<file path="src/hdl/mlpf_pkg.sv">
// Shared constants, types and helpers of the matrix local peak finder.
package mlpf_pkg;

    localparam int MAX_COLS    = 32;
    localparam int MAX_ROWS    = 32;
    localparam int SAMPLE_BITS = 16;

    localparam int COL_W  = $clog2(MAX_COLS);
    localparam int ROW_W  = $clog2(MAX_ROWS);
    localparam int CFG_W  = 6;
    localparam int CIDX_W = 1;

    localparam logic [CIDX_W-1:0] REG_FRAME_ROWS = 1'b0;
    localparam logic [CIDX_W-1:0] REG_FRAME_COLS = 1'b1;

    typedef logic signed [SAMPLE_BITS-1:0] sample_t;

    typedef struct packed {
        logic shift;
        logic insert;
    } cell_ctl_t;

    typedef struct packed {
        logic             we_lo;
        logic [COL_W-1:0] idx_lo;
        logic             val_lo;
        logic             we_hi;
        logic [COL_W-1:0] idx_hi;
        logic             val_hi;
        logic             start;
        logic             clear;
        logic             out_free;
    } flag_ctl_t;

    typedef struct packed {
        logic             busy;
        logic             emit;
        logic [COL_W-1:0] col;
        logic             last;
        logic             any_wr;
    } burst_stat_t;

    function automatic logic [CFG_W-1:0] eff_size(input logic [CFG_W-1:0] v,
                                                  input logic [CFG_W-1:0] maxv);
        logic [CFG_W-1:0] res;
        begin
            if (v < CFG_W'(2))
            begin
                res = CFG_W'(2);
            end
            else if (v > maxv)
            begin
                res = maxv;
            end
            else
            begin
                res = v;
            end
            return res;
        end
    endfunction

endpackage

</file>
<file path="src/hdl/matrix_local_peak_finder.sv">
// Top level of the matrix local peak finder: control, comparisons and output register.
//
// The block takes one sample per cycle while its output register is free and no burst
// runs, and gives the verdict for the sample one row above as the current one is
// transferred. The previous two rows live in a chain of cells that shift by one slot
// with every transfer, new samples entering at the slot of the last column. On the
// final sample of a frame the last-row peaks are sent as a burst: the scanner visits
// one column per cycle unless a peak waits on the output, and needs no clearing pass.
module matrix_local_peak_finder
    import mlpf_pkg::*;
(
    input  logic               clk,
    input  logic               rst_n,
    input  logic               cfg_write,
    input  logic [CIDX_W-1:0]  cfg_index,
    input  logic [CFG_W-1:0]   cfg_data,
    input  logic               in_valid,
    output logic               in_stall,
    input  sample_t            pixel_value,
    output logic               out_valid,
    input  logic               out_stall,
    output logic [ROW_W-1:0]   peak_row,
    output logic [COL_W-1:0]   peak_col,
    output logic               last_of_run
);

    logic [CFG_W-1:0] rows_cfg_reg;
    logic [CFG_W-1:0] cols_cfg_reg;
    logic [CFG_W-1:0] rows_eff;
    logic [CFG_W-1:0] cols_eff;
    logic [ROW_W-1:0] rows_m1;
    logic [COL_W-1:0] cols_m1;

    logic [ROW_W-1:0] r_reg;
    logic [ROW_W-1:0] r_next;
    logic [COL_W-1:0] c_reg;
    logic [COL_W-1:0] c_next;

    sample_t prev_vc_reg;
    sample_t prev1_reg;
    sample_t prev2_reg;

    logic             out_valid_reg;
    logic             out_valid_next;
    logic [ROW_W-1:0] out_row_reg;
    logic [ROW_W-1:0] out_row_next;
    logic [COL_W-1:0] out_col_reg;
    logic [COL_W-1:0] out_col_next;
    logic             out_last_reg;
    logic             out_last_next;

    logic        out_free;
    logic        accept;
    logic        last_col;
    logic        last_row;
    logic        pk;
    sample_t     vc;
    sample_t     uc;
    sample_t     right;
    flag_ctl_t   fctl;
    burst_stat_t fstat;

    sample_t   a_val [MAX_COLS];
    sample_t   b_val [MAX_COLS];
    cell_ctl_t cctl  [MAX_COLS];

    assign rows_eff = eff_size(rows_cfg_reg, CFG_W'(MAX_ROWS));
    assign cols_eff = eff_size(cols_cfg_reg, CFG_W'(MAX_COLS));
    assign rows_m1  = ROW_W'(rows_eff - CFG_W'(1));
    assign cols_m1  = COL_W'(cols_eff - CFG_W'(1));

    assign out_free = !out_valid_reg || !out_stall;
    assign in_stall = fstat.busy || !out_free;
    assign accept   = in_valid && !in_stall;
    assign last_col = (c_reg == cols_m1);
    assign last_row = (r_reg == rows_m1);

    assign vc    = a_val[0];
    assign uc    = b_val[0];
    assign right = a_val[1];

    genvar gi;
    generate
        for (gi = 0; gi < MAX_COLS; gi++)
        begin : g_cell
            assign cctl[gi].shift  = accept;
            assign cctl[gi].insert = (cols_m1 == COL_W'(gi));
            if (gi == MAX_COLS - 1)
            begin : g_end
                mlpf_cell u_cell
                (
                    .clk          (clk),
                    .ctl          (cctl[gi]),
                    .a_from_right (pixel_value),
                    .b_from_right (vc),
                    .a_insert     (pixel_value),
                    .b_insert     (vc),
                    .a_val        (a_val[gi]),
                    .b_val        (b_val[gi])
                );
            end
            else
            begin : g_mid
                mlpf_cell u_cell
                (
                    .clk          (clk),
                    .ctl          (cctl[gi]),
                    .a_from_right (a_val[gi+1]),
                    .b_from_right (b_val[gi+1]),
                    .a_insert     (pixel_value),
                    .b_insert     (vc),
                    .a_val        (a_val[gi]),
                    .b_val        (b_val[gi])
                );
            end
        end
    endgenerate

    always_comb
    begin
        pk = (r_reg != '0) && (pixel_value <= vc);
        if ((r_reg >= ROW_W'(2)) && (uc > vc))
        begin
            pk = 1'b0;
        end
        if ((c_reg != '0) && (prev_vc_reg > vc))
        begin
            pk = 1'b0;
        end
        if (!last_col && (right > vc))
        begin
            pk = 1'b0;
        end

        fctl.we_lo    = accept && last_row && (c_reg != '0);
        fctl.idx_lo   = c_reg - COL_W'(1);
        fctl.val_lo   = (prev1_reg >= prev_vc_reg) && (prev1_reg >= pixel_value)
                        && !((c_reg >= COL_W'(2)) && (prev2_reg > prev1_reg));
        fctl.we_hi    = accept && last_row && last_col;
        fctl.idx_hi   = c_reg;
        fctl.val_hi   = (pixel_value >= vc) && (pixel_value >= prev1_reg);
        fctl.start    = accept && last_row && last_col;
        fctl.clear    = cfg_write;
        fctl.out_free = out_free;
    end

    mlpf_burst u_burst
    (
        .clk   (clk),
        .rst_n (rst_n),
        .ctl   (fctl),
        .stat  (fstat)
    );

    always_comb
    begin
        c_next = c_reg;
        r_next = r_reg;
        if (accept)
        begin
            if (last_col)
            begin
                c_next = '0;
                r_next = last_row ? '0 : r_reg + ROW_W'(1);
            end
            else
            begin
                c_next = c_reg + COL_W'(1);
            end
        end
        if (cfg_write)
        begin
            c_next = '0;
            r_next = '0;
        end
    end

    always_comb
    begin
        out_valid_next = out_valid_reg;
        out_row_next   = out_row_reg;
        out_col_next   = out_col_reg;
        out_last_next  = out_last_reg;
        if (out_free)
        begin
            out_valid_next = 1'b0;
            if (accept && pk)
            begin
                out_valid_next = 1'b1;
                out_row_next   = r_reg - ROW_W'(1);
                out_col_next   = c_reg;
                out_last_next  = !(fctl.start && fstat.any_wr);
            end
            else if (fstat.emit)
            begin
                out_valid_next = 1'b1;
                out_row_next   = rows_m1;
                out_col_next   = fstat.col;
                out_last_next  = fstat.last;
            end
        end
    end

    always_ff @(posedge clk or negedge rst_n)
    begin
        if (!rst_n)
        begin
            rows_cfg_reg  <= CFG_W'(32);
            cols_cfg_reg  <= CFG_W'(32);
            r_reg         <= '0;
            c_reg         <= '0;
            out_valid_reg <= 1'b0;
        end
        else
        begin
            if (cfg_write)
            begin
                unique case (cfg_index)
                    REG_FRAME_ROWS: rows_cfg_reg <= cfg_data;
                    REG_FRAME_COLS: cols_cfg_reg <= cfg_data;
                    default:        ;
                endcase
            end
            r_reg         <= r_next;
            c_reg         <= c_next;
            out_valid_reg <= out_valid_next;
        end
    end

    always_ff @(posedge clk)
    begin
        if (accept)
        begin
            prev_vc_reg <= vc;
            prev1_reg   <= pixel_value;
            prev2_reg   <= prev1_reg;
        end
        out_row_reg  <= out_row_next;
        out_col_reg  <= out_col_next;
        out_last_reg <= out_last_next;
    end

    assign out_valid   = out_valid_reg;
    assign peak_row    = out_row_reg;
    assign peak_col    = out_col_reg;
    assign last_of_run = out_last_reg;

endmodule

</file>
<file path="src/hdl/mlpf_cell.sv">
// One slot of the two row delay lines, holding one sample of each line.
module mlpf_cell
    import mlpf_pkg::*;
(
    input  logic      clk,
    input  cell_ctl_t ctl,
    input  sample_t   a_from_right,
    input  sample_t   b_from_right,
    input  sample_t   a_insert,
    input  sample_t   b_insert,
    output sample_t   a_val,
    output sample_t   b_val
);

    sample_t a_reg;
    sample_t b_reg;
    sample_t a_next;
    sample_t b_next;

    always_comb
    begin
        a_next = ctl.insert ? a_insert : a_from_right;
        b_next = ctl.insert ? b_insert : b_from_right;
    end

    always_ff @(posedge clk)
    begin
        if (ctl.shift)
        begin
            a_reg <= a_next;
            b_reg <= b_next;
        end
    end

    assign a_val = a_reg;
    assign b_val = b_reg;

endmodule

</file>
<file path="src/hdl/mlpf_burst.sv">
// Last-row peak flags and the scanner that emits them after the final sample.
module mlpf_burst
    import mlpf_pkg::*;
(
    input  logic        clk,
    input  logic        rst_n,
    input  flag_ctl_t   ctl,
    output burst_stat_t stat
);

    logic [MAX_COLS-1:0] flags_reg;
    logic [MAX_COLS-1:0] flags_next;
    logic [MAX_COLS-1:0] flags_wr;
    logic [MAX_COLS-1:0] flags_left;
    logic                burst_reg;
    logic                burst_next;
    logic [COL_W-1:0]    k_reg;
    logic [COL_W-1:0]    k_next;
    logic                hit;

    always_comb
    begin
        flags_wr = flags_reg;
        if (ctl.we_lo)
        begin
            flags_wr[ctl.idx_lo] = ctl.val_lo;
        end
        if (ctl.we_hi)
        begin
            flags_wr[ctl.idx_hi] = ctl.val_hi;
        end

        hit        = burst_reg && flags_reg[k_reg];
        flags_left = flags_reg & ~(MAX_COLS'(1) << k_reg);

        flags_next = flags_reg;
        burst_next = burst_reg;
        k_next     = k_reg;
        if (ctl.clear)
        begin
            flags_next = '0;
            burst_next = 1'b0;
            k_next     = '0;
        end
        else if (ctl.start)
        begin
            flags_next = flags_wr;
            burst_next = |flags_wr;
            k_next     = '0;
        end
        else if (burst_reg)
        begin
            if (!hit || ctl.out_free)
            begin
                k_next = k_reg + COL_W'(1);
                if (hit)
                begin
                    flags_next = flags_left;
                    if (flags_left == '0)
                    begin
                        burst_next = 1'b0;
                    end
                end
            end
        end
        else
        begin
            flags_next = flags_wr;
        end
    end

    always_ff @(posedge clk or negedge rst_n)
    begin
        if (!rst_n)
        begin
            flags_reg <= '0;
            burst_reg <= 1'b0;
            k_reg     <= '0;
        end
        else
        begin
            flags_reg <= flags_next;
            burst_reg <= burst_next;
            k_reg     <= k_next;
        end
    end

    always_comb
    begin
        stat.busy   = burst_reg;
        stat.emit   = hit && ctl.out_free;
        stat.col    = k_reg;
        stat.last   = (flags_left == '0);
        stat.any_wr = |flags_wr;
    end

endmodule

</file>
<file path="config.mk">
export PLATFORM = sky130hd
export DESIGN_NAME = matrix_local_peak_finder
export DESIGN_NICKNAME = d
export VERILOG_FILES = /design/src/hdl/mlpf_pkg.sv /design/src/hdl/matrix_local_peak_finder.sv /design/src/hdl/mlpf_cell.sv /design/src/hdl/mlpf_burst.sv
export SDC_FILE = /design/constraint.sdc
export NUM_CORES = 2
export LEC_CHECK = 0
export BUFFER_PORTS_ARGS = -buffer_cell sky130_fd_sc_hd__buf_2
export CORE_UTILIZATION = 30
export CTS_BUF_LIST = sky130_fd_sc_hd__clkbuf_8
export DETAILED_ROUTE_END_ITERATION = 8
export PLACE_DENSITY_LB_ADDON = 0.25
export SETUP_SLACK_MARGIN = 0.05
export SYNTH_ARGS = -nofsm -noshare
export SYNTH_HDL_FRONTEND = slang
export SYNTH_SLANG_ARGS = --single-unit
</file>
<file path="constraint.sdc">
create_clock -name clk -period 50.8 [get_ports clk]
set_input_delay 2.54 -clock clk [delete_from_list [all_inputs] [get_ports clk]]
set_output_delay 2.54 -clock clk [all_outputs]
set_load 0.02 [all_outputs]
</file>
* Word level (Yosys, flattened, before mapping)
Index checks and enable logic that the tools add are counted.
** Word-level totals
- Register bits after elaboration :: 1112
- Input bits :: 28
- Output and inout bits :: 13
** Operators by class
- Add/subtract/negate cells :: 7
- Order comparisons :: 20
- Equal/unequal tests :: 34
- Shifts and indexed selects :: 1
- Mux-type cells :: 109
- Bitwise operators :: 3
- Reduce and logical (&&, ||, !) cells :: 45
** Operators with widths (count)
- 2-to-1 mux 16 bit :: 62
- 2-to-1 mux 32 bit :: 7
- 2-to-1 mux 5 bit :: 19
- == test 5 bit (second input constant) :: 15
- bitwise mux 32 bit :: 2
- >= comparator 16 bit :: 4
- greater-than comparator 16 bit :: 4
- == test 5 x 4 -> 1 bit (second input constant) :: 8
- AND 32 bit :: 1
- logical NOT 32 bit :: 1
- NOT 32 bit :: 1
- OR reduction 32 bit :: 1
- left shift 1 x 5 -> 32 bit (first input constant) :: 1
- == test 5 x 3 -> 1 bit (second input constant) :: 4
- subtractor 5 x 1 -> 5 bit (second input constant) :: 4
- logical AND 1 bit :: 18
- < comparator 5 x 6 -> 1 bit (second input constant) :: 3
- less-or-equal comparator 16 bit :: 1
- 2-to-1 mux 1 bit :: 16
- adder 5 x 1 -> 5 bit (second input constant) :: 3
- greater-than comparator 6 bit (second input constant) :: 2
- < comparator 6 x 2 -> 1 bit (second input constant) :: 2
- AND reduction 2 bit :: 6
- demux 1 bit (select 5 bit) :: 2
- 14 further kinds :: 32

* Longest topological paths before layout
- Depth in word-level cells :: 15
- Gate-level depth with buffers :: 17
- Depth with buffers taken out :: 15

* Modules after synthesis
Synthesis repeated with hierarchy kept, for this count alone.
** Unflattened totals
- Cells, all modules :: 3308
- Area total of the unflattened synthesis :: 58488.6 sq um
** By module, submodules not included
- mlpf_cell :: times used 32, cells an instance 68, area an instance 1505.2 sq um, seq. area each 960.9 sq um
- matrix_local_peak_finder :: times used 1, cells an instance 642, area an instance 6468.7 sq um, seq. area each 2349.8 sq um
- mlpf_burst :: times used 1, cells an instance 490, area an instance 3853.7 sq um, seq. area each 950.9 sq um

* Worst setup path before layout
No wires, ideal clock.
- Path kind :: input-to-reg
- Start point :: in out_stall
- End point :: reg r_reg[3]
- Library setup time :: 86 ps
- Data arrival time :: 36270 ps
- Required time :: 50714 ps
- Slack :: 14444 ps
- Stages on the path :: 9
- Path buffers :: 1
- Cells stage by stage :: a21oi_1 nand2_1 inv_1 clkbuf_1 a21oi_1 nor2_1 nand3_1 xor2_1 nor3_1
** On the way
- Longest elaborated chain between the ends :: 8
** Ends and longest elaborated chain
- start: declaration :: RTL line matrix_local_peak_finder.sv:21 : input logic out_stall,
- logical NOT 1 bit :: RTL line matrix_local_peak_finder.sv:72 : assign out_free = !out_valid_reg || !out_stall;
- logical OR 1 bit :: RTL line matrix_local_peak_finder.sv:72
- logical NOT 1 bit :: RTL line matrix_local_peak_finder.sv:73 : assign in_stall = fstat.busy || !out_free;
- logical OR 1 bit :: RTL line matrix_local_peak_finder.sv:73
- logical NOT 1 bit :: RTL line matrix_local_peak_finder.sv:74 : assign accept = in_valid && !in_stall;
- logical AND 1 bit :: RTL line matrix_local_peak_finder.sv:74
- named net accept :: RTL line matrix_local_peak_finder.sv:53 : logic accept;
- nonzero test 2 bit (no source line)
- AND reduction 2 bit (no source line)
- end signal: assignment :: RTL line matrix_local_peak_finder.sv:224 : r_reg <= r_next;
- end: declaration :: RTL line matrix_local_peak_finder.sv:34 : logic [ROW_W-1:0] r_reg;
The timed path passes the listed nets, and every way through them passes these cells.
A chain may end at the register's enable or synchronous reset.

* Worst setup path after layout
- Start point :: in pixel_value[5]
- End point :: reg out_row_reg[0], in the netlist peak_row[0] (enable)
** On the way
- Longest elaborated chain between the ends :: 8
** Ends and longest elaborated chain
- start: declaration :: RTL line matrix_local_peak_finder.sv:19 : input sample_t pixel_value,
- less-or-equal comparator 16 bit :: RTL line matrix_local_peak_finder.sv:121 : pk = (r_reg != '0) && (pixel_value <= vc);
- logical AND 1 bit :: RTL line matrix_local_peak_finder.sv:121
- 2-to-1 mux 1 bit :: RTL line matrix_local_peak_finder.sv:122 : if ((r_reg >= ROW_W'(2)) && (uc > vc))
- 2-to-1 mux 1 bit :: RTL line matrix_local_peak_finder.sv:126 : if ((c_reg != '0) && (prev_vc_reg > vc))
- 2-to-1 mux 1 bit :: RTL line matrix_local_peak_finder.sv:130 : if (!last_col && (right > vc))
- logical AND 1 bit :: RTL line matrix_local_peak_finder.sv:187 : if (accept && pk)
- nonzero test 2 bit (no source line)
- AND reduction 2 bit (no source line)
- end signal: assignment :: RTL line matrix_local_peak_finder.sv:238 : out_row_reg <= out_row_next;
- end: declaration :: RTL line matrix_local_peak_finder.sv:45 : logic [ROW_W-1:0] out_row_reg;
Every way passes these cells.

==> run_results.csv <==
group,metric,value,unit
place,numPortBuffers,40,
route,drtIter0Drc,2878,
logic_synthesis,synthArstFlopShare,0.05486,
power_and_ir_drop,ir_drop,0.00002542,V
floorplanning,num_rows,152,
logic_synthesis,synth_most_common_cell,"edfxtp_1",
global_route,grt_max_degree,182,
place,gp_congestion,0.8533,
route,drtAntennaViolNets,0,
route,via_per_inst,5.014,
timing,min_period,6.710,ns
timing,finalClockSkew,0.06679,ns
worst_setup_path,crit_chain,"buf_2 > buf_4 > ha_1 > a22o_1 > nor4_1 > o221ai_1 > o21ai_0 > nor4bb_1 > nor2_1 > a211oi_1 > nand4_1 > a21boi_0 > a21oi_1",
logic_synthesis,synthTopCellsByArea,"edfxtp_1 (61%), mux2_2 (15%), o21ai_0 (3.6%), ha_1 (3.2%), nand2_1 (2.9%)",
route,drc_errors,0,
clocking,cts_buffers,189,
finish,syn_to_final_growth,11.90,%
timing,whs,0.4954,ns
logic_synthesis,synth_top_cell_by_area,"edfxtp_1",
logic_synthesis,syn_area_per_cell,13.86,sq um
timing,setup_tns,0,ns
worst_setup_path,crit_arrival,7.22,ns
clocking,cts_max_level,4,
power_and_ir_drop,p_per_area,38.07,nW/um^2
clocking,cts.sinks,1112,
route,vias,31210,
logic_synthesis,ys.flop_type,"edfxtp_1",
clocking,clk_latency,0.93,ns
timing,slew_viol_final,0,
finish,layout.nets,3929,
worst_setup_path,critPathLaunchType,"input pin",
worst_hold_path,worstHoldPathType,"flop to flop",
worst_setup_path,cp-end-kind,"flop",
place,hpwl,77.84,mm
route,drt_wl_total,140.9,mm
logic_synthesis,synth.top_cell.area_share,0.6079,
floorplanning,io_pins,41,
worst_setup_path,slowest_delay,0.93,ns
run,cap_violations,0,
global_route,first_global_vias,31160,
route,dr.pass1.iters,5,
timing,fin_crit_sh,0.1321,
logic_synthesis,syn_nets,3909,
timing,setup_viol,0,
clocking,cts-root-buf,"clkbuf_8",
clocking,post_cts_buffers,0,
timing,hold_viol,0,
logic_synthesis,netlist_top_cells_count,"edfxtp_1 (1,051), mux2_2 (706), nand2_1 (407), o21ai_0 (374), clkbuf_1 (271)",
global_route,grt_pass1_wl,210.1,mm
global_route,grt-ovfl-total,0,
worst_setup_path,critPathSlowestCell,"nand4_1",
logic_synthesis,ys_ff_latch,1112,
timing,fmax,149.0,MHz
clocking,cts_tree,"done",
floorplanning,chipWidth,418.0,microns
worst_setup_path,crit_fanout,34,
run_status,status,"finished clean",
timing,slew_headroom,0.2053,
logic_synthesis,yosysSeqAreaShare,0.6374,
global_route,grt_use_total,0.1606,
floorplanning,core,171700,sq um
logic_synthesis,syn_area,51910,sq um
clocking,cts_resized,0,
logic_synthesis,synthCells,3747,
worst_setup_path,path_buf_inv,2,
floorplanning,initial_core_util,0.3023,
clocking,hold_buffers,0,
clocking,clk_path_buf_depth,3,
floorplanning,die_area,174700,sq um
worst_setup_path,crit_family,"compound AO/OA/AOI/OAI gates",
timing,rsz0062_at_grt,"false",
clocking,clkTransAtPathRegs,0.06,ns
worst_setup_path,path_class,"input pin to flop",
logic_synthesis,synth-edff-count,1051,
power_and_ir_drop,power.leakage,21.06,nW
route,wl_per_cell,22.63,microns
floorplanning,die_height,418.0,microns
timing,tightest_slew,1.189,ns
finish,layout-drive-gt1-share,0.2837,
logic_synthesis,yosys.cell_types.count,81,
worst_setup_path,crit_required,51.31,ns
logic_synthesis,ys_warn_count,0,
global_route,antenna_found_initial,3,
## metal layers
layer | share of wire | wire (microns) | GRT usage
met5 | 0 | 0 | 0
met4 | 0.021 | 2920 | 0.04731
met1 | 0.48 | 67060 | 0.2320
met2 | 0.45 | 63280 | 0.2446
met3 | 0.054 | 7641 | 0.02796
## worst min-delay path, delay by kind of cell (launching register included)
family             cells  cell delay (ns)
AOI/OAI and AO/OA      1             0.06
and+or+nand+nor        1             0.04
DFF                    1             0.32
## stage by stage
step / area (sq um) / std cells / utilization / worst slack (ns) / power (mW)
3_3_place_gp: 54720 / 5886 / 0.3186 / 43.21 / 1.484
6_report: 58090 / 6225 / 0.3383 / 44.09 / 2.211
2_1_floorplan: 51910 / 3747 / - / 14.44 / 1.452
5_1_grt: 58090 / 6224 / 0.3383 / 43.81 / 2.319
4_1_cts: 58090 / 6223 / 0.3382 / 44.14 / 2.245
3_5_place_dp: 54720 / 5886 / 0.3186 / 43.13 / 1.487
## power breakdown
part / internal, mW / leakage, nW / switching [mW] / total [mW]
sequential: 1.14 / 11.1 / 0.0365 / 1.18
clock: 0.364 / 2.04 / 0.380 / 0.743
combinational: 0.115 / 7.93 / 0.176 / 0.291
total: 1.62 / 21.1 / 0.592 / 2.21
## area by class of cell
type                            instances  area, sq um
Clock buffer                          193         2656
Multi-Input combinational cell       2264        17610
Inverter                               83        319.1
Tap cell                             2310         2890
Fill cell                           16880       113600
Timing Repair Buffer                  117        803.3
Clock inverter                        144        713.2
Antenna cell                            2        5.005
Sequential cell                      1112        33090
## worst paths after layout
check / depth (start not counted) / startpoint / slack (ns) / to
setup reg to reg: 14 / cols_cfg_reg[2] / 44.60 / peak_row[0]
hold reg to reg: 2 / g_cell[3].g_mid.u_cell.b_val[5] / 0.50 / g_cell[2].g_mid.u_cell.b_val[5]
setup / recovery: 13 / pixel_value[5] / 44.09 / peak_row[0]
min in group asynchronous: 2 / rst_n / 1.84 / u_burst.flags_reg[8]
max in group asynchronous: 2 / rst_n / 48.36 / u_burst.burst_reg
hold / removal: 2 / g_cell[3].g_mid.u_cell.b_val[5] / 0.50 / g_cell[2].g_mid.u_cell.b_val[5]
## cell usage in the layout, fill, tap and decap left out, types with 58 or more instances in the layout
cell type | synthesis | routed
nor2_1 | 90 | 78
o21ai_0 | 374 | 374
nand2_1 | 407 | 392
edfxtp_1 | 1051 | 1051
buf_4 | 0 | 75
a21oi_1 | 81 | 81
dfrtp_1 | 59 | 58
clkbuf_8 | 0 | 193
mux2_2 | 706 | 706
ha_1 | 134 | 134
inv_1 | 81 | 166
## logic make-up after synthesis
| family | synth area share |
|---|---|
| AOI/OAI and AO/OA | 0.07522 |
| xor gates and xnor gates | 0.003109 |
| adders and majority gates | 0.03230 |
| buffers and inverters | 0.02707 |
| DFF | 0.6374 |
| muxes | 0.1613 |
| and+or+nand+nor | 0.06360 |
Note: power is estimated with default switching activity, not from simulation.
